<file path="src/rtl/bspd_pkg.sv">
// ----------------------------------------------------------------------------
// bspd_pkg
// Shared types and constants for the beacon steering PD controller.
// ----------------------------------------------------------------------------
package bspd_pkg;

  // configuration port
  localparam int CFG_IDX_W  = 3;
  localparam int CFG_DATA_W = 16;

  localparam logic [CFG_IDX_W-1:0] REG_CENTER_PWM    = 3'd0;
  localparam logic [CFG_IDX_W-1:0] REG_LEFT_PWM      = 3'd1;
  localparam logic [CFG_IDX_W-1:0] REG_RIGHT_PWM     = 3'd2;
  localparam logic [CFG_IDX_W-1:0] REG_CAPTURE_ROW   = 3'd3;
  localparam logic [CFG_IDX_W-1:0] REG_CAPTURE_COL   = 3'd4;
  localparam logic [CFG_IDX_W-1:0] REG_AIM_OFFSET    = 3'd5;
  localparam logic [CFG_IDX_W-1:0] REG_STRAIGHT_CODE = 3'd6;

  localparam logic [15:0] CENTER_PWM_RST    = 16'd3848;
  localparam logic [15:0] LEFT_PWM_RST      = 16'd4150;
  localparam logic [15:0] RIGHT_PWM_RST     = 16'd3620;
  localparam logic [6:0]  CAPTURE_ROW_RST   = 7'd55;
  localparam logic [6:0]  CAPTURE_COL_RST   = 7'd65;
  localparam logic [3:0]  AIM_OFFSET_RST    = 4'd0;
  localparam logic [7:0]  STRAIGHT_CODE_RST = 8'd10;

  // serial multiply-accumulate unit
  localparam int MUL_W = 34;
  localparam int MP_W  = 15;
  localparam int ERR_W = 17;
  localparam int PC_W  = 15;

  typedef logic signed [MUL_W-1:0] acc_t;

  typedef struct packed {
    logic            start;
    acc_t            init;
    acc_t            mcand;
    logic [MP_W-1:0] mplier;
  } mul_req_t;

  typedef struct packed {
    logic busy;
    acc_t acc;
  } mul_rsp_t;

  // target column polynomial, units of 2^-16
  localparam acc_t POLY_A_LEFT  = 34'sd897;
  localparam acc_t POLY_B_LEFT  = -34'sd23469;
  localparam acc_t POLY_C_LEFT  = 34'sd3780772;
  localparam acc_t POLY_A_RIGHT = -34'sd608;
  localparam acc_t POLY_B_RIGHT = 34'sd12399;
  localparam acc_t POLY_C_RIGHT = 34'sd3116892;

  localparam acc_t RND_Q8  = 34'sd128;
  localparam acc_t RND_Q16 = 34'sd32768;

  // gain schedule, Q8.8
  localparam logic [MP_W-1:0] KP_D_GAIN     = 15'd77;
  localparam logic [MP_W-1:0] KD_GAIN       = 15'd13;
  localparam logic [12:0]     KP_NEAR_BASE  = 13'd291;
  localparam logic [12:0]     KP_FAR_BASE   = 13'd1059;
  localparam logic [14:0]     KP_ROW_OFFSET = 15'd9139;
  localparam logic [14:0]     KP_NEAR_LIMIT = 15'd2560;

  // row bands
  localparam logic [6:0] ROW_ULTRA_ON  = 7'd24;
  localparam logic [6:0] ROW_BAND_MID  = 7'd33;
  localparam logic [6:0] ROW_KP_FAR    = 7'd40;
  localparam logic [6:0] ROW_BAND_NEAR = 7'd42;
  localparam logic [6:0] ROW_AIM_LIMIT = 7'd50;

  localparam logic [15:0] MID_LO_LEFT  = 16'd3634;
  localparam logic [15:0] MID_HI_LEFT  = 16'd4100;
  localparam logic [15:0] MID_LO_RIGHT = 16'd3690;
  localparam logic [15:0] MID_HI_RIGHT = 16'd4000;
  localparam logic [15:0] NEAR_LO      = 16'd3620;
  localparam logic [15:0] NEAR_HI      = 16'd4150;
  localparam logic [15:0] FAR_LO       = 16'd0;
  localparam logic [15:0] FAR_HI       = 16'd65535;
  localparam logic [15:0] STRAIGHT_HI  = 16'd3948;
  localparam logic [15:0] STRAIGHT_LO  = 16'd3748;

  localparam logic [7:0] CAPTURE_MIRROR = 8'd100;
  localparam logic [7:0] LOST_MAX       = 8'd255;

  // speed select codes
  localparam logic [1:0] SPEED_TURN     = 2'd0;
  localparam logic [1:0] SPEED_STRAIGHT = 2'd1;
  localparam logic [1:0] SPEED_ORBIT    = 2'd2;
  localparam logic [1:0] SPEED_KEEP     = 2'd3;

endpackage

</file>
<file path="src/rtl/bspd_mul.sv">
// ----------------------------------------------------------------------------
// bspd_mul
// Bit-serial multiply-accumulate: acc = init + mcand * mplier, one multiplier
// bit per cycle, finishing as soon as the remaining multiplier bits are zero.
// ----------------------------------------------------------------------------
module bspd_mul (
  input  logic               clk,
  input  logic               rst_n,
  input  bspd_pkg::mul_req_t req,
  output bspd_pkg::mul_rsp_t rsp
);
  import bspd_pkg::*;

  acc_t            acc_r, acc_nxt;
  acc_t            mcand_r, mcand_nxt;
  logic [MP_W-1:0] mplier_r, mplier_nxt;
  logic            busy_r, busy_nxt;

  always_comb begin
    acc_nxt    = acc_r;
    mcand_nxt  = mcand_r;
    mplier_nxt = mplier_r;
    busy_nxt   = busy_r;
    if (req.start) begin
      acc_nxt    = req.init;
      mcand_nxt  = req.mcand;
      mplier_nxt = req.mplier;
      busy_nxt   = 1'b1;
    end else if (busy_r) begin
      if (mplier_r == '0) begin
        busy_nxt = 1'b0;
      end else begin
        if (mplier_r[0]) begin
          acc_nxt = acc_r + mcand_r;
        end
        mcand_nxt  = {mcand_r[MUL_W-2:0], 1'b0};
        mplier_nxt = {1'b0, mplier_r[MP_W-1:1]};
      end
    end
  end

  always_ff @(posedge clk) begin
    if (!rst_n) begin
      busy_r <= 1'b0;
    end else begin
      busy_r <= busy_nxt;
    end
  end

  always_ff @(posedge clk) begin
    acc_r    <= acc_nxt;
    mcand_r  <= mcand_nxt;
    mplier_r <= mplier_nxt;
  end

  assign rsp.busy = busy_r;
  assign rsp.acc  = acc_r;

endmodule

</file>
<file path="src/rtl/beacon_steering_pd_controller_top.sv">
// ----------------------------------------------------------------------------
// beacon_steering_pd_controller_top
// Per-frame beacon steering: capture, loss handling and PD servo control.
// ----------------------------------------------------------------------------
// One frame beat is taken whenever in_stall is low, which is whenever no
// earlier frame is still being worked on; a finished result sits in the
// output register, so the next frame can enter while it waits. A blocked
// frame is taken and dropped in the idle state and gives no beat. A lost
// frame passes through the lost and emit states to its result. A seen frame
// runs five products through one bit-serial multiply-accumulate unit that
// takes one multiplier bit per cycle: 77, row (twice), the gain kp (up to
// 15 bits) and 13. Below row 50 kp is at most 12 bits; from row 50 on the
// target column is skipped. A capture ends after the target column,
// skipping the last two products.
// ----------------------------------------------------------------------------
module beacon_steering_pd_controller_top (
  input  logic                           clk,
  input  logic                           rst_n,
  input  logic                           in_valid,
  output logic                           in_stall,
  input  logic [6:0]                     in_beacon_row,
  input  logic [6:0]                     in_beacon_col,
  input  logic                           in_beacon_lost,
  input  logic                           in_blocked,
  input  logic [7:0]                     in_lamp_mode,
  input  logic                           in_turn_right,
  output logic                           out_valid,
  input  logic                           out_stall,
  output logic [15:0]                    out_servo_value,
  output logic [1:0]                     out_speed_select,
  output logic                           out_ultrasonic_off,
  output logic                           out_orbiting,
  output logic                           out_reacquire_pulse,
  input  logic                           cfg_we,
  input  logic [bspd_pkg::CFG_IDX_W-1:0] cfg_index,
  input  logic [bspd_pkg::CFG_DATA_W-1:0] cfg_data
);
  import bspd_pkg::*;

  localparam logic [3:0] ST_IDLE  = 4'd0;
  localparam logic [3:0] ST_SEEN  = 4'd1;
  localparam logic [3:0] ST_LOST  = 4'd2;
  localparam logic [3:0] ST_KP    = 4'd3;
  localparam logic [3:0] ST_POLY1 = 4'd4;
  localparam logic [3:0] ST_POLY2 = 4'd5;
  localparam logic [3:0] ST_CAPT  = 4'd6;
  localparam logic [3:0] ST_PD1   = 4'd7;
  localparam logic [3:0] ST_PD2   = 4'd8;
  localparam logic [3:0] ST_EMIT  = 4'd9;

  // configuration
  logic [15:0] center_pwm_r, left_pwm_r, right_pwm_r;
  logic [6:0]  capture_row_r, capture_col_r;
  logic [3:0]  aim_offset_r;
  logic [7:0]  straight_code_r;

  // control state
  logic [3:0]              state_r, state_nxt;
  logic [15:0]             servo_older_r, servo_older_nxt;
  logic [15:0]             servo_prev_r, servo_prev_nxt;
  logic [15:0]             servo_now_r, servo_now_nxt;
  logic signed [ERR_W-1:0] last_error_r, last_error_nxt;
  logic [PC_W-1:0]         prev_center_r, prev_center_nxt;
  logic [7:0]              lost_frames_r, lost_frames_nxt;
  logic                    captured_r, captured_nxt;
  logic                    started_r, started_nxt;
  logic                    ultra_hold_r, ultra_hold_nxt;
  logic                    out_valid_r, out_valid_nxt;

  // frame and work registers
  logic [6:0]              row_r, row_nxt;
  logic [6:0]              col_r, col_nxt;
  logic [7:0]              lamp_r, lamp_nxt;
  logic                    right_r, right_nxt;
  logic [MP_W-1:0]         kp_r, kp_nxt;
  logic signed [ERR_W-1:0] err_r, err_nxt;
  logic [1:0]              res_speed_r, res_speed_nxt;
  logic                    res_orbit_r, res_orbit_nxt;
  logic                    res_pulse_r, res_pulse_nxt;
  logic [15:0]             out_servo_r, out_servo_nxt;
  logic [1:0]              out_speed_r, out_speed_nxt;
  logic                    out_ultra_r, out_ultra_nxt;
  logic                    out_orbit_r, out_orbit_nxt;
  logic                    out_pulse_r, out_pulse_nxt;

  mul_req_t mul_req;
  mul_rsp_t mul_rsp;

  // datapath helpers
  logic [15:0]             hard_pwm;
  logic [14:0]             col_q8;
  logic signed [15:0]      d_diff;
  logic [14:0]             d_abs;
  logic [9:0]              kp_q;
  logic [11:0]             row20;
  logic [12:0]             kp_near, kp_far;
  logic [14:0]             kp_hi, kp_sel;
  acc_t                    poly_a, poly_b, poly_c;
  acc_t                    pc_sum, fin_sum;
  logic [PC_W-1:0]         pc_new;
  logic signed [ERR_W-1:0] err_new;
  acc_t                    err_ext, last_ext, diff_ext;
  logic                    capture_hit;
  logic [16:0]             rnd_val;
  logic [15:0]             band_lo, band_hi, pd_servo;
  logic [1:0]              band_speed;
  logic [16:0]             avg_sum;
  logic [7:0]              lost_inc;

  bspd_mul u_mul (
    .clk   (clk),
    .rst_n (rst_n),
    .req   (mul_req),
    .rsp   (mul_rsp)
  );

  always_ff @(posedge clk) begin
    if (!rst_n) begin
      center_pwm_r    <= CENTER_PWM_RST;
      left_pwm_r      <= LEFT_PWM_RST;
      right_pwm_r     <= RIGHT_PWM_RST;
      capture_row_r   <= CAPTURE_ROW_RST;
      capture_col_r   <= CAPTURE_COL_RST;
      aim_offset_r    <= AIM_OFFSET_RST;
      straight_code_r <= STRAIGHT_CODE_RST;
    end else if (cfg_we) begin
      case (cfg_index)
        REG_CENTER_PWM:    center_pwm_r    <= cfg_data;
        REG_LEFT_PWM:      left_pwm_r      <= cfg_data;
        REG_RIGHT_PWM:     right_pwm_r     <= cfg_data;
        REG_CAPTURE_ROW:   capture_row_r   <= cfg_data[6:0];
        REG_CAPTURE_COL:   capture_col_r   <= cfg_data[6:0];
        REG_AIM_OFFSET:    aim_offset_r    <= cfg_data[3:0];
        REG_STRAIGHT_CODE: straight_code_r <= cfg_data[7:0];
        default: ;
      endcase
    end
  end

  assign hard_pwm = right_r ? right_pwm_r : left_pwm_r;
  assign col_q8   = {col_r, 8'h00};

  // distance to the previous target column
  assign d_diff = $signed({1'b0, col_q8}) - $signed({1'b0, prev_center_r});
  assign d_abs  = d_diff[15] ? 15'(-d_diff) : d_diff[14:0];

  // gain schedule; the multiplier holds 77*d + 128 when the gain is formed
  assign kp_q    = mul_rsp.acc[17:8];
  assign row20   = {1'b0, row_r, 4'h0} + {3'b000, row_r, 2'b00};
  assign kp_near = KP_NEAR_BASE + {3'b000, kp_q} + {1'b0, row20};
  assign kp_far  = KP_FAR_BASE + {1'b0, row20};
  assign kp_hi   = {row_r, 8'h00} - KP_ROW_OFFSET;

  always_comb begin
    if (row_r >= ROW_KP_FAR) begin
      kp_sel = kp_hi;
    end else if (d_abs < KP_NEAR_LIMIT) begin
      kp_sel = {2'b00, kp_near};
    end else begin
      kp_sel = {2'b00, kp_far};
    end
  end

  assign poly_a = right_r ? POLY_A_RIGHT : POLY_A_LEFT;
  assign poly_b = right_r ? POLY_B_RIGHT : POLY_B_LEFT;
  assign poly_c = right_r ? POLY_C_RIGHT : POLY_C_LEFT;

  // target column is always positive, so rounding is a plain add
  assign pc_sum  = mul_rsp.acc + RND_Q8;
  assign pc_new  = pc_sum[PC_W+7:8];
  assign err_new = $signed({2'b00, col_q8}) - $signed({2'b00, pc_new});

  assign err_ext  = {{(MUL_W-ERR_W){err_r[ERR_W-1]}}, err_r};
  assign last_ext = {{(MUL_W-ERR_W){last_error_r[ERR_W-1]}}, last_error_r};
  assign diff_ext = last_ext - err_ext;

  // right rule col < 100 - capture_col, rewritten without a negative bound
  assign capture_hit = (row_r > capture_row_r) && (lamp_r != straight_code_r) &&
                       (right_r ? (({1'b0, col_r} + {1'b0, capture_col_r}) < CAPTURE_MIRROR)
                                : (col_r > capture_col_r));

  // final rounding and band clamp
  assign fin_sum = mul_rsp.acc + RND_Q16;
  assign rnd_val = fin_sum[32:16];

  always_comb begin
    if (row_r < ROW_BAND_MID) begin
      band_lo    = FAR_LO;
      band_hi    = FAR_HI;
      band_speed = ((servo_now_r > STRAIGHT_HI) || (servo_now_r < STRAIGHT_LO)) ?
                   SPEED_TURN : SPEED_STRAIGHT;
    end else if (row_r < ROW_BAND_NEAR) begin
      band_lo    = right_r ? MID_LO_RIGHT : MID_LO_LEFT;
      band_hi    = right_r ? MID_HI_RIGHT : MID_HI_LEFT;
      band_speed = SPEED_TURN;
    end else begin
      band_lo    = NEAR_LO;
      band_hi    = NEAR_HI;
      band_speed = SPEED_ORBIT;
    end
  end

  always_comb begin
    if (mul_rsp.acc[MUL_W-1]) begin
      pd_servo = band_lo;
    end else if (rnd_val > {1'b0, band_hi}) begin
      pd_servo = band_hi;
    end else if (rnd_val < {1'b0, band_lo}) begin
      pd_servo = band_lo;
    end else begin
      pd_servo = rnd_val[15:0];
    end
  end

  assign avg_sum  = {1'b0, servo_prev_r} + {1'b0, servo_older_r};
  assign lost_inc = (lost_frames_r == LOST_MAX) ? lost_frames_r : lost_frames_r + 8'd1;

  always_comb begin
    state_nxt       = state_r;
    servo_older_nxt = servo_older_r;
    servo_prev_nxt  = servo_prev_r;
    servo_now_nxt   = servo_now_r;
    last_error_nxt  = last_error_r;
    prev_center_nxt = prev_center_r;
    lost_frames_nxt = lost_frames_r;
    captured_nxt    = captured_r;
    started_nxt     = started_r;
    ultra_hold_nxt  = ultra_hold_r;
    row_nxt         = row_r;
    col_nxt         = col_r;
    lamp_nxt        = lamp_r;
    right_nxt       = right_r;
    kp_nxt          = kp_r;
    err_nxt         = err_r;
    res_speed_nxt   = res_speed_r;
    res_orbit_nxt   = res_orbit_r;
    res_pulse_nxt   = res_pulse_r;
    out_valid_nxt   = out_valid_r;
    out_servo_nxt   = out_servo_r;
    out_speed_nxt   = out_speed_r;
    out_ultra_nxt   = out_ultra_r;
    out_orbit_nxt   = out_orbit_r;
    out_pulse_nxt   = out_pulse_r;
    mul_req         = '0;

    if (out_valid_r && !out_stall) begin
      out_valid_nxt = 1'b0;
    end

    case (state_r)
      ST_IDLE: begin
        // blocked frames are taken and dropped here
        if (in_valid && !in_blocked) begin
          row_nxt   = in_beacon_row;
          col_nxt   = in_beacon_col;
          lamp_nxt  = in_lamp_mode;
          right_nxt = in_turn_right;
          state_nxt = in_beacon_lost ? ST_LOST : ST_SEEN;
        end
      end
      ST_LOST: begin
        ultra_hold_nxt  = 1'b1;
        lost_frames_nxt = lost_inc;
        res_speed_nxt   = SPEED_KEEP;
        res_pulse_nxt   = 1'b0;
        servo_older_nxt = servo_prev_r;
        if (lost_frames_r == 8'd0) begin
          if (captured_r) begin
            res_orbit_nxt  = 1'b1;
            captured_nxt   = 1'b0;
            servo_prev_nxt = hard_pwm;
            servo_now_nxt  = hard_pwm;
          end else begin
            res_orbit_nxt  = 1'b0;
            servo_prev_nxt = avg_sum[16:1];
            servo_now_nxt  = avg_sum[16:1];
          end
        end else begin
          res_orbit_nxt  = 1'b1;
          servo_prev_nxt = started_r ? hard_pwm : center_pwm_r;
          servo_now_nxt  = started_r ? hard_pwm : center_pwm_r;
        end
        state_nxt = ST_EMIT;
      end
      ST_SEEN: begin
        started_nxt     = 1'b1;
        res_pulse_nxt   = lost_frames_r >= 8'd2;
        lost_frames_nxt = 8'd0;
        mul_req.start   = 1'b1;
        mul_req.init    = RND_Q8;
        mul_req.mcand   = {{(MUL_W-15){1'b0}}, d_abs};
        mul_req.mplier  = KP_D_GAIN;
        state_nxt       = ST_KP;
      end
      ST_KP: begin
        if (!mul_rsp.busy) begin
          kp_nxt = kp_sel;
          if (row_r < ROW_AIM_LIMIT) begin
            // horner form: (a*row + b)*row + c
            mul_req.start  = 1'b1;
            mul_req.init   = poly_b;
            mul_req.mcand  = poly_a;
            mul_req.mplier = {{(MP_W-7){1'b0}}, row_r};
            state_nxt      = ST_POLY1;
          end else begin
            err_nxt   = '0;
            state_nxt = ST_CAPT;
          end
        end
      end
      ST_POLY1: begin
        if (!mul_rsp.busy) begin
          mul_req.start  = 1'b1;
          mul_req.init   = poly_c + {{(MUL_W-20){1'b0}}, aim_offset_r, 16'h0000};
          mul_req.mcand  = mul_rsp.acc;
          mul_req.mplier = {{(MP_W-7){1'b0}}, row_r};
          state_nxt      = ST_POLY2;
        end
      end
      ST_POLY2: begin
        if (!mul_rsp.busy) begin
          prev_center_nxt = pc_new;
          err_nxt         = err_new;
          state_nxt       = ST_CAPT;
        end
      end
      ST_CAPT: begin
        if (capture_hit) begin
          res_orbit_nxt   = 1'b1;
          res_speed_nxt   = SPEED_KEEP;
          captured_nxt    = 1'b1;
          servo_older_nxt = servo_prev_r;
          servo_prev_nxt  = hard_pwm;
          servo_now_nxt   = hard_pwm;
          state_nxt       = ST_EMIT;
        end else begin
          res_orbit_nxt  = 1'b0;
          mul_req.start  = 1'b1;
          mul_req.init   = {2'b00, center_pwm_r, 16'h0000};
          mul_req.mcand  = -err_ext;
          mul_req.mplier = kp_r;
          state_nxt      = ST_PD1;
        end
      end
      ST_PD1: begin
        if (!mul_rsp.busy) begin
          // derivative term: 13 * (last - err) * 2^8
          mul_req.start  = 1'b1;
          mul_req.init   = mul_rsp.acc;
          mul_req.mcand  = {diff_ext[MUL_W-9:0], 8'h00};
          mul_req.mplier = KD_GAIN;
          state_nxt      = ST_PD2;
        end
      end
      ST_PD2: begin
        if (!mul_rsp.busy) begin
          servo_older_nxt = servo_prev_r;
          servo_prev_nxt  = pd_servo;
          servo_now_nxt   = pd_servo;
          last_error_nxt  = err_r;
          ultra_hold_nxt  = row_r >= ROW_ULTRA_ON;
          res_speed_nxt   = band_speed;
          state_nxt       = ST_EMIT;
        end
      end
      ST_EMIT: begin
        if (!out_valid_r || !out_stall) begin
          out_valid_nxt = 1'b1;
          out_servo_nxt = servo_now_r;
          out_speed_nxt = res_speed_r;
          out_ultra_nxt = ultra_hold_r;
          out_orbit_nxt = res_orbit_r;
          out_pulse_nxt = res_pulse_r;
          state_nxt     = ST_IDLE;
        end
      end
      default: begin
        state_nxt = ST_IDLE;
      end
    endcase
  end

  always_ff @(posedge clk) begin
    if (!rst_n) begin
      state_r       <= ST_IDLE;
      servo_older_r <= '0;
      servo_prev_r  <= '0;
      servo_now_r   <= CENTER_PWM_RST;
      last_error_r  <= '0;
      prev_center_r <= '0;
      lost_frames_r <= '0;
      captured_r    <= 1'b0;
      started_r     <= 1'b0;
      ultra_hold_r  <= 1'b1;
      out_valid_r   <= 1'b0;
    end else begin
      state_r       <= state_nxt;
      servo_older_r <= servo_older_nxt;
      servo_prev_r  <= servo_prev_nxt;
      servo_now_r   <= servo_now_nxt;
      last_error_r  <= last_error_nxt;
      prev_center_r <= prev_center_nxt;
      lost_frames_r <= lost_frames_nxt;
      captured_r    <= captured_nxt;
      started_r     <= started_nxt;
      ultra_hold_r  <= ultra_hold_nxt;
      out_valid_r   <= out_valid_nxt;
    end
  end

  always_ff @(posedge clk) begin
    row_r       <= row_nxt;
    col_r       <= col_nxt;
    lamp_r      <= lamp_nxt;
    right_r     <= right_nxt;
    kp_r        <= kp_nxt;
    err_r       <= err_nxt;
    res_speed_r <= res_speed_nxt;
    res_orbit_r <= res_orbit_nxt;
    res_pulse_r <= res_pulse_nxt;
    out_servo_r <= out_servo_nxt;
    out_speed_r <= out_speed_nxt;
    out_ultra_r <= out_ultra_nxt;
    out_orbit_r <= out_orbit_nxt;
    out_pulse_r <= out_pulse_nxt;
  end

  assign in_stall            = state_r != ST_IDLE;
  assign out_valid           = out_valid_r;
  assign out_servo_value     = out_servo_r;
  assign out_speed_select    = out_speed_r;
  assign out_ultrasonic_off  = out_ultra_r;
  assign out_orbiting        = out_orbit_r;
  assign out_reacquire_pulse = out_pulse_r;

  // a product is never launched over one still running
  a_mul_start_idle: assert property (@(posedge clk) disable iff (!rst_n)
    mul_req.start |-> !mul_rsp.busy)
    else $error("multiplier started while busy");

  // every path to the result beat has pushed the servo history
  a_servo_pushed: assert property (@(posedge clk) disable iff (!rst_n)
    (state_r == ST_EMIT) |-> (servo_prev_r == servo_now_r))
    else $error("servo history out of step at result");

  // a seen beacon clears the loss count and marks the run as started
  a_seen_clears_loss: assert property (@(posedge clk) disable iff (!rst_n)
    (state_r == ST_SEEN) |=> (lost_frames_r == 8'd0 && started_r))
    else $error("loss count not cleared after seen frame");

  // a result that finds the output slot free is presented next cycle
  a_emit_loads: assert property (@(posedge clk) disable iff (!rst_n)
    (state_r == ST_EMIT && (!out_valid_r || !out_stall)) |=>
      (out_valid_r && state_r == ST_IDLE))
    else $error("result beat not loaded");

endmodule

</file>
<file path="config.mk">
export PLATFORM = sky130hd
export DESIGN_NAME = beacon_steering_pd_controller_top
export DESIGN_NICKNAME = d
export VERILOG_FILES = /design/src/rtl/bspd_pkg.sv /design/src/rtl/bspd_mul.sv /design/src/rtl/beacon_steering_pd_controller_top.sv
export SDC_FILE = /design/constraint.sdc
export NUM_CORES = 1
export LEC_CHECK = 0
export BUFFER_PORTS_ARGS = -buffer_cell sky130_fd_sc_hd__buf_4
export CAP_MARGIN = 20
export CORE_MARGIN = 2
export CORE_UTILIZATION = 40
export CTS_CLUSTER_DIAMETER = 100
export CTS_CLUSTER_SIZE = 24
export DETAILED_ROUTE_END_ITERATION = 12
export PLACE_DENSITY = 0.6
export SLEW_MARGIN = 20
export SYNTH_ARGS = -nofsm -noshare
export SYNTH_HDL_FRONTEND = slang
export SYNTH_SLANG_ARGS = --single-unit
export TNS_END_PERCENT = 1
</file>
<file path="constraint.sdc">
create_clock -name clk -period 6.2 [get_ports clk]
set_input_delay 1.24 -clock clk [delete_from_list [all_inputs] [get_ports clk]]
set_output_delay 1.24 -clock clk [all_outputs]
set_load 0.02 [all_outputs]
</file>
==> results of run 1 <==
==> worst register-to-register path, stage by stage (launching register included) <==
cell,delay [ns]
edfxtp_1,0.59
or2_1,0.36
a21o_1,0.19
a21oi_1,0.49
nand2_1,0.18
nand2_1,0.15
inv_1,0.12
ha_1,0.34
a21o_1,0.16
a21o_1,0.17
a2111oi_0,0.51
nand2_1,0.10
a221o_1,0.31
and2_1,0.23
nor2_1,0.18
a21boi_0,0.12
nor3_1,0.28
o21ai_1,0.11
==> stage by stage <==
stage	setup slack (ns)	cell area [um2]	total power, uW
after detailed placement	1.52	22800	9830
after global placement	1.54	22800	9710
final	1.46	23500	11500
after global routing	1.12	23500	12300
after floorplan	0.967	21600	8070
after CTS	1.52	23500	11400
==> routing by layer <==
metal	track usage [%]	routed length [um]	vias to the layer above
met4	7.63	2180	0
met2	37.4	30000	652
met5	0	0	-
met1	32.0	29800	8875
met3	3.74	4570	115
li1	-	-	8943
==> cell type report <==
cell class / instances / area [um2]
Clock inverter: 8 / 126
Timing Repair Buffer: 99 / 743
Multi-Input combinational cell: 1916 / 12700
Sequential cell: 321 / 8050
Clock buffer: 28 / 583
Inverter: 111 / 417
Tap cell: 696 / 871
Fill cell: 5304 / 30100
==> cells in the final DEF, fill, tap and decap left out, types with 18 or more instances in the layout <==
cell	count
a211oi_1	20
a21boi_0	73
a21o_1	39
a21oi_1	164
a221oi_1	24
a31oi_1	27
and3_1	18
buf_4	99
clkbuf_16	22
dfxtp_1	159
edfxtp_1	162
ha_1	160
inv_1	109
mux2i_1	47
nand2_1	356
nand3_1	65
nand4_1	22
nor2_1	184
nor2b_1	42
nor3_1	56
o211ai_1	23
o21a_1	20
o21ai_0	133
xnor2_1	90
xor2_1	72
==> worst min path at each step <==
stage	from	endpoint	slack, ns	cells after the start
3_3_place_gp	res_speed_r[0]	out_speed_select[0]	0.41	0
2_1_floorplan	res_orbit_r	out_orbiting	0.40	0
5_1_grt	res_speed_r[0]	out_speed_select[0]	0.45	0
6_report	res_speed_r[0]	out_speed_select[0]	0.43	0
4_1_cts	res_speed_r[0]	out_speed_select[0]	0.43	0
3_5_place_dp	res_speed_r[0]	out_speed_select[0]	0.41	0
==> where the power goes <==
group          switching (uW)  internal [uW]
logic                    3790           2420
registers                 629           3090
clock network             842            736
total                    5260           6250
==> cell families (layout without fill, tap and decap cells) <==
family / Yosys count / in the layout
flops: 321 / 321
xor+xnor: 164 / 164
buf+inv: 218 / 246
mux: 49 / 49
fa+ha+maj: 166 / 166
simple gates: 853 / 853
compound gates: 684 / 684
==> summary.md, run 1 <==
| Metric | Value |
|---|---|
| Most common cell in the netlist | `nand2_1` |
| Postcts setup bufs | `0` |
| Vias per cell | `5.85` |
| WL final | `66.6 mm` |
| Global-route wire length before repair | `103 mm` |
| Multiplexer share of the synthesized area | `2.29%` |
| Post_cts resized | `0` |
| Worst slew pin tran | `0.993 ns` |
| Sink Count | `321` |
| Number of synthesized flops with an enable pin | `162` |
| RePlAce Congestion | `0.929` |
| Yosys cell types | `96` |
| Seq/Total Area, Yosys | `37.3%` |
| Top FF cell, synth | `edfxtp_1` |
| Hold Crit Class | `reg2reg` |
| Largest cells by area after synthesis | `edfxtp_1, dfxtp_1, ha_1` |
| Worst reg-to-reg setup slack | `1.46 ns` |
| Worst r2r src | `row_r[1]` |
| Die Footprint | `55800 um2` |
| Max stage delay cell, worst path | `edfxtp_1` |
| Pre-antenna DRT Iters | `5` |
| CTS Root Cell | `clkbuf_16` |
| Core area | `53600 um2` |
| TritonCTS clock tree | `yes` |
| Cells after DPL | `3143` |
| Worst Setup End Kind | `flip-flop` |
| Yosys top cell area share | `22.6%` |
| Synthesized-area fraction occupied by adder cells | `9.84%` |
| CTS Buf Count | `20` |
| Final net count | `2684` |
| Crit path capture | `servo_now_r[9]` |
| CP Cell Sequence | `or2_1 -> a21o_1 -> a21oi_1 -> nand2_1 -> nand2_1 -> inv_1 -> ha_1 -> a21o_1 -> a21o_1 -> a2111oi_0 -> nand2_1 -> a221o_1 -> and2_1 -> nor2_1 -> a21boi_0 -> nor3_1 -> o21ai_1` |
| Clock Skews | `0.0452 ns` |
| Cells after synthesis | `2455` |
| GR Util All Layers | `23.3%` |
| Initial antenna violation count | `2` |
| Final Max Tran Viols | `0` |
| Power density over the cells | `489 nW/um2` |
| Hold slack final | `0.432 ns` |
| Largest net degree at the start of global routing | `81` |
| Reg2Reg Depth | `17` |
| N_diodes | `0` |
| R2r endpoint | `servo_now_r[9]` |
| Critical path class | `reg2reg` |
| Layout area overhead | `9.07%` |
| # port buffers | `71` |
| Max cap viols | `0` |
| Die X | `236 um` |
| Leak Pwr | `0.00929 uW` |
| Final HPWL from detailed placement | `50.9 mm` |
| Largest family of logic cells by synthesized area | `compound AO/OA/AOI/OAI gates` |
| Xor/xnor share of the synthesized area | `6.73%` |
| CTS hold repair buffers | `0` |
| Total grt overflow | `0` |
| Drt wl/cell | `20.9 um` |
| Delay of the slowest cell on the worst path | `0.59 ns` |
| Achievable Freq | `211 MHz` |
| Rel. slew slack | `33.6%` |
| Syn Nets | `2670` |
| Synth Area in Compound Gates | `21.6%` |
| Clock insertion delay at the later pin of the skew report | `0.57 ns` |
| Crit path from | `row_r[1]` |
| Async set-or-reset flop fraction in the synthesized netlist | `0%` |
| Worst-path clk slew | `0.09 ns` |
| Routed Antenna Nets | `0` |
| Final period util | `76.5%` |
| # IOs | `72` |
| Iter 0 DRT Violations | `1768` |
| Final-report hold violation count | `0` |
| Initial Util | `40.2%` |
| Yosys Warn Count | `0` |
| Crit path required time | `6.62 ns` |
| Share of post-route cells with drive strength above 1 | `7.25%` |
| H-Tree Depth | `1` |
| Number of cell rows | `85` |
| Top Registers | `u_mul.acc_r: 34 flops, u_mul.mcand_r: 34 flops` |
| Critical path arrival | `5.16 ns` |
| Vias in the first global route | `17600` |
| Register bit count reported by yosys | `321` |
| Number of cells in the finished layout apart from fillers | `3179` |
| CP max FO | `11` |
| RSZ-0062 raised after global routing | `false` |
| Cell Area, Synth | `21600 um2` |
| CP Depth | `17` |
| Mapped Avg Cell Area | `8.78 um2` |
| Detailed-route via count | `18600` |
| Simple-Gate Fraction of Synth Area | `18.3%` |
| Number of remaining DRC errors | `0` |
| Setup violations, final | `0` |
| DIE HEIGHT | `236 um` |
| Clock buffer depth | `3` |
| Most frequent cells after synthesis | `nand2_1, nor2_1, a21oi_1` |
| Startpoint types | `flip-flop` |
| Leading area contributor after synthesis | `edfxtp_1` |
| Crit path time final | `4.74 ns` |
| Max VDD drop | `0.226 mV` |
| Post-layout util | `43.9%` |
| Outcome | `complete, no violations` |
| Critical path's top delay family | `compound AO/OA/AOI/OAI gates` |
| Worst path bufs/invs | `1` |
| Total Neg Setup Slack | `0 ns` |
No activity file was read; power rests on OpenSTA's default activity.
==> run 2, diff against run 1 <==
ABC_AREA = 1   (was default)
PLACE_DENSITY = 0.62   (was 0.6)
clock period = 4.35 ns   (was 6.2 ns; I/O delays follow)
==> summary.md, run 2 <==
| Metric | Value |
|---|---|
| H-Tree Depth | `1` |
| DIE HEIGHT | `236 um` |
| N_diodes | `0` |
| RePlAce Congestion | `0.962` |
| Number of synthesized flops with an enable pin | `162` |
| CP Cell Sequence | `ha_1 -> nand3_1 -> and2_1 -> or2_2 -> nand2_1 -> a21oi_1 -> or2_2 -> nand2_1 -> inv_1 -> ha_1 -> ha_1 -> nand2_1 -> nor2_1 -> nand3_1 -> o2111ai_1 -> xor2_1 -> nand4_1 -> nand2_1 -> nand2_1 -> nand2_1` |
| Top FF cell, synth | `edfxtp_1` |
| Core area | `53600 um2` |
| Number of remaining DRC errors | `0` |
| Crit path time final | `3.81 ns` |
| Vias in the first global route | `19300` |
| Iter 0 DRT Violations | `1619` |
| Flop pwr share | `31.2%` |
| Most frequent cells in the layout | `nand2_1, inv_1, nor2_1` |
| Critical path class | `reg2reg` |
| Syn Nets | `3140` |
| Max VDD drop | `0.448 mV` |
| Final Max Tran Viols | `0` |
| Hold path cells | `0` |
| Worst path bufs/invs | `1` |
| Switching Share | `48.4%` |
| Reg2Reg Depth | `20` |
| Commonest non-fill, non-tap cell in the layout | `nand2_1` |
| Clock network power share | `12.2%` |
| Worst-path clk slew | `0.09 ns` |
| Critical path's top delay family | `simple AND/OR/NAND/NOR gates` |
| Routed Antenna Nets | `0` |
| Worst reg-to-reg setup slack | `0.54 ns` |
| Int Pwr | `8600 uW` |
| Async set-or-reset flop fraction in the synthesized netlist | `0%` |
| TritonCTS clock tree | `yes` |
| Design area | `23700 um2` |
| Initial Util | `40.3%` |
| CTS Buf Count | `19` |
| Combinational share of power | `56.6%` |
| Fill cells | `5543` |
| Leading area contributor after synthesis | `edfxtp_1` |
| Yosys top cell area share | `22.5%` |
| Layout area overhead | `9.77%` |
| Hold worst-path end | `out_speed_select[1]` |
| Startpoint types | `flip-flop` |
| # IOs | `72` |
| Detailed-route via count | `20100` |
| Total grt overflow | `0` |
| Cells after synthesis | `2925` |
| Yosys cell types | `62` |
| Rel. slew slack | `30.8%` |
| Top Registers | `u_mul.acc_r: 34 flops, u_mul.mcand_r: 34 flops` |
| Clock buffer depth | `3` |
| Worst r2r src | `row_r[4]` |
| CP max FO | `7` |
| Achievable Freq | `263 MHz` |
| Max cap viols | `0` |
| Final net count | `3203` |
| Global-route wire length before repair | `109 mm` |
| Max stage delay cell, worst path | `edfxtp_1` |
| Clock insertion delay at the later pin of the skew report | `0.57 ns` |
| Min-delay src | `res_speed_r[1]` |
| Pre-antenna DRT Iters | `8` |
| Switching pwr | `8060 uW` |
| Vias per cell | `5.44` |
| Delay of the slowest cell on the worst path | `0.54 ns` |
| Final period util | `87.5%` |
| RSZ-0062 raised after global routing | `false` |
| # port buffers | `71` |
| Placed instance area | `23100 um2` |
| Hold slack final | `0.430 ns` |
| Total Neg Setup Slack | `0 ns` |
| Yosys Warn Count | `0` |
| Cell Area, Synth | `21600 um2` |
| Setup violations, final | `0` |
| Drt wl/cell | `18.8 um` |
| Largest net degree at the start of global routing | `75` |
| Worst Setup End Kind | `flip-flop` |
| Die Footprint | `55900 um2` |
| Final HPWL from detailed placement | `54.1 mm` |
| R2r endpoint | `kp_r[11]` |
| Clock Skews | `0.0369 ns` |
| Most common cell in the netlist | `nand2_1` |
| Initial antenna violation count | `2` |
| Final-report hold violation count | `0` |
| Power density over the cells | `702 nW/um2` |
| Hold Crit Class | `reg2reg` |
| Die X | `236 um` |
| CP dominant cell by count | `nand2_1` |
| WL final | `69.6 mm` |
| Critical path arrival | `4.13 ns` |
| Mapped Avg Cell Area | `7.39 um2` |
| Largest cells by area after synthesis | `edfxtp_1, dfxtp_1, nand2_1` |
| Sink Count | `321` |
| Leak Pwr | `0.0106 uW` |
| Most frequent cells after synthesis | `nand2_1, inv_1, nor2_1` |
| CTS Root Cell | `clkbuf_16` |
| Worst slew pin tran | `1.04 ns` |
| Number of cell rows | `85` |
| GR Util All Layers | `24.6%` |
| Seq/Total Area, Yosys | `37.2%` |
| Share of post-route cells with drive strength above 1 | `7.46%` |
| Outcome | `complete, no violations` |
| Register bit count reported by yosys | `321` |
| Crit path required time | `4.68 ns` |
[run 2: cell count changes after synthesis, sizes merged, moves of 32 or more]
| cell | previous run | this run |
|---|---|---|
| o21ai | 139 | 285 |
| inv | 110 | 341 |
| nor2b | 42 | 0 |
| mux2i | 47 | 11 |
| nand2 | 357 | 672 |
| nor2 | 186 | 304 |
| xnor2 | 91 | 28 |
| clkbuf | 94 | 62 |
| a21oi | 167 | 262 |
| a21o | 39 | 7 |
| nand3 | 66 | 140 |
| a21boi | 73 | 10 |
[run 2: cells by family (layout without fill, tap and decap cells)]
| logic type | Yosys count | in the layout | share of synthesized area (%) |
|---|---|---|---|
| and+or+nand+nor | 1249 | 1249 | 24.4 |
| AOI/OAI and AO/OA | 666 | 666 | 17.0 |
| buffers and inverters | 428 | 504 | 7.55 |
| DFF | 321 | 321 | 37.2 |
| adders and majority gates | 166 | 166 | 9.82 |
| xor gates and xnor gates | 84 | 84 | 3.54 |
| muxes | 11 | 11 | 0.509 |
[run 2: per-stage QoR]
stage	cells	total power [uW]	util (%)	worst slack [ns]
after floorplan	2925	11600	-	0.0903
after global placement	3661	14400	43.1	0.434
after detailed placement	3661	14500	43.1	0.294
after CTS	3695	16500	44.2	0.270
after global routing	3697	18000	44.3	0.0782
final	3697	16700	44.3	0.543
[run 2: metal layers]
metal,vias to the layer above,GRT usage [%],routed length (um)
met5,-,0,8
li1,9971,-,-
met2,632,40.7,31600
met4,2,8.11,2470
met1,9378,33.2,31300
met3,121,3.29,4200
[run 2: final cells by class]
class | instances | area (um2) | area share, %
clock buffers | 26 | 523 | 2.20
well taps | 696 | 871 | 3.67
flip-flops and latches | 321 | 8050 | 33.9
repair buffers | 121 | 921 | 3.88
multi-input cells | 2176 | 12000 | 50.4
clock inverters | 8 | 87.6 | 0.369
inverters | 349 | 1310 | 5.54
[run 2: worst reg2reg max path: cells and delay by family, from the launching register on]
kind	cells	cell delay [ns]
simple gates	13	1.54
flops	1	0.54
buf+inv	1	0.08
fa+ha+maj	3	1.05
xor+xnor	1	0.18
compound gates	2	0.20
[run 2: how the worst max path moves through the flow]
stage,from,end,slack [ns],depth (start not counted)
floorplan,state_r[3],u_mul.acc_r[0],0.09,16
global route,row_r[6],servo_prev_r[1],0.08,25
global placement,row_r[6],servo_prev_r[8],0.43,25
detailed placement,row_r[6],servo_prev_r[8],0.29,25
CTS,row_r[6],servo_prev_r[8],0.27,25
finish,row_r[4],kp_r[11],0.54,20
[run 2: power groups by stage]
stage / logic (uW) / registers (uW) / clock network, uW
after floorplan: 6710 / 4920 / 0
after CTS: 9280 / 5180 / 2090
after global routing: 10600 / 5270 / 2190
after detailed placement: 9220 / 5240 / 0
final: 9430 / 5190 / 2030
after global placement: 9150 / 5230 / 0
[run 2: timing repair]
| item | in CTS | in global routing |
|---|---|---|
| hold buffers | 0 | 0 |
| setup buffers | 0 | 2 |
| setup endpoints to repair | 0 | 21 |
| hold endpoints to repair | 0 | 0 |
| gates resized for setup | 0 | 3 |
==> run 3, diff against run 2 <==
ABC_AREA = default   (was 1)
==> summary.md, run 3 (same netlist as run 1, synthesis figures left out) <==
| Metric | Value |
|---|---|
| Share of post-route cells with drive strength above 1 | `9.09%` |
| Drt wl/cell | `20.9 um` |
| Initial Util | `40.2%` |
| Number of remaining DRC errors | `0` |
| Total Neg Setup Slack | `0 ns` |
| Final-report hold violation count | `0` |
| Hold Crit Class | `reg2reg` |
| GR Util All Layers | `23.6%` |
| Number of cell rows | `85` |
| Total grt overflow | `0` |
| Clock insertion delay at the later pin of the skew report | `0.55 ns` |
| Cells after DPL | `3193` |
| Detailed-route via count | `18900` |
| Worst slew pin tran | `0.877 ns` |
| Top Registers | `u_mul.acc_r: 34 flops, u_mul.mcand_r: 34 flops` |
| # IOs | `72` |
| Final period util | `94.5%` |
| Achievable Freq | `243 MHz` |
| Final net count | `2732` |
| Iter 0 DRT Violations | `1443` |
| Max cap viols | `0` |
| Core area | `53600 um2` |
| Largest net degree at the start of global routing | `57` |
| Rel. slew slack | `41.0%` |
| Leak Pwr | `0.00949 uW` |
| H-Tree Depth | `1` |
| Critical path class | `reg2reg` |
| Max VDD drop | `0.445 mV` |
| Most frequent cells in the layout | `nand2_1, nor2_1, a21oi_1` |
| Pre-antenna DRT Iters | `6` |
| Sink Count | `321` |
| Vias in the first global route | `18100` |
| # port buffers | `71` |
| DIE HEIGHT | `236 um` |
| Critical path arrival | `4.38 ns` |
| Vias per cell | `5.86` |
| Post_cts resized | `0` |
| Crit path required time | `4.62 ns` |
| Worst-path clk slew | `0.10 ns` |
| CTS Root Cell | `clkbuf_16` |
| WL final | `67.5 mm` |
| Clock buffer depth | `3` |
| Die Footprint | `55800 um2` |
| TritonCTS clock tree | `yes` |
| Postcts setup bufs | `0` |
| CP max FO | `10` |
| Die X | `236 um` |
| CTS Buf Count | `18` |
| Layout area overhead | `10.4%` |
| CTS hold repair buffers | `0` |
| Commonest non-fill, non-tap cell in the layout | `nand2_1` |
| Wire length on met1 | `29.3 mm` |
| Routed Antenna Nets | `0` |
| Placed instance area | `23200 um2` |
| Final Max Tran Viols | `0` |
| Initial antenna violation count | `1` |
| Hold slack final | `0.432 ns` |
| Number of cells in the finished layout apart from fillers | `3225` |
| Max layer used | `met5` |
| Metal3 WL | `4.30 mm` |
| WL met2 | `31.2 mm` |
| Global-route wire length before repair | `104 mm` |
| Clock Skews | `0.0205 ns` |
| RePlAce Congestion | `0.969` |
| Final HPWL from detailed placement | `52.2 mm` |
| Design area | `23800 um2` |
| Setup violations, final | `0` |
| Worst Setup End Kind | `flip-flop` |
| Outcome | `complete, no violations` |
| Crit path time final | `4.11 ns` |
| RSZ-0062 raised after global routing | `false` |
| Startpoint types | `flip-flop` |
| N_diodes | `0` |
| Power density over the cells | `692 nW/um2` |
## run 3: final cells by class
class	instances	area [um2]
inverter	111	417
clock inverter	8	83.8
timing repair buffer	149	1140
fill	5271	29800
sequential	321	8050
tap	696	871
clock buffer	24	494
multi-input combinational	1916	12700
## run 3: path summary, 6_finish.rpt
check                       from                   to  slack [ns]  depth (start not counted)
setup / recovery        col_r[0]             kp_r[11]        0.24                         11
hold / removal    res_speed_r[0]  out_speed_select[0]        0.43                          0
setup reg to reg        col_r[0]             kp_r[11]        0.24                         11
hold reg to reg   res_speed_r[0]  out_speed_select[0]        0.43                          0
## run 3: worst max-delay path, cell delays in order, from the launching register on
cell,delay (ns)
edfxtp_1,0.41
ha_1,0.37
or3b_1,0.42
o31a_1,0.35
xnor2_2,0.20
nor4_1,0.38
or3b_1,0.40
o31ai_1,0.26
xnor2_1,0.30
nand3_4,0.27
a2111oi_4,0.40
a221oi_2,0.07
## run 3: power by group
group          switching (uW)  internal (uW)
Sequential                717           4400
Combinational            5690           3680
Clock                    1090            887
Total                    7500           8970
## run 3: through the flow
step,util (%),total power (uW),setup WS [ns]
after floorplan,-,11500,0.210
after global placement,43.3,14100,0.226
after detailed placement,43.3,14300,0.156
after CTS,44.4,16400,0.137
after global routing,44.4,17600,0.00153
final,44.4,16500,0.237
## run 3: metal layers
metal | GRT usage (%) | vias up
met4 | 9.00 | 2
li1 | - | 9041
met2 | 39.2 | 667
met5 | 0 | -
met1 | 31.4 | 9071
met3 | 2.86 | 112
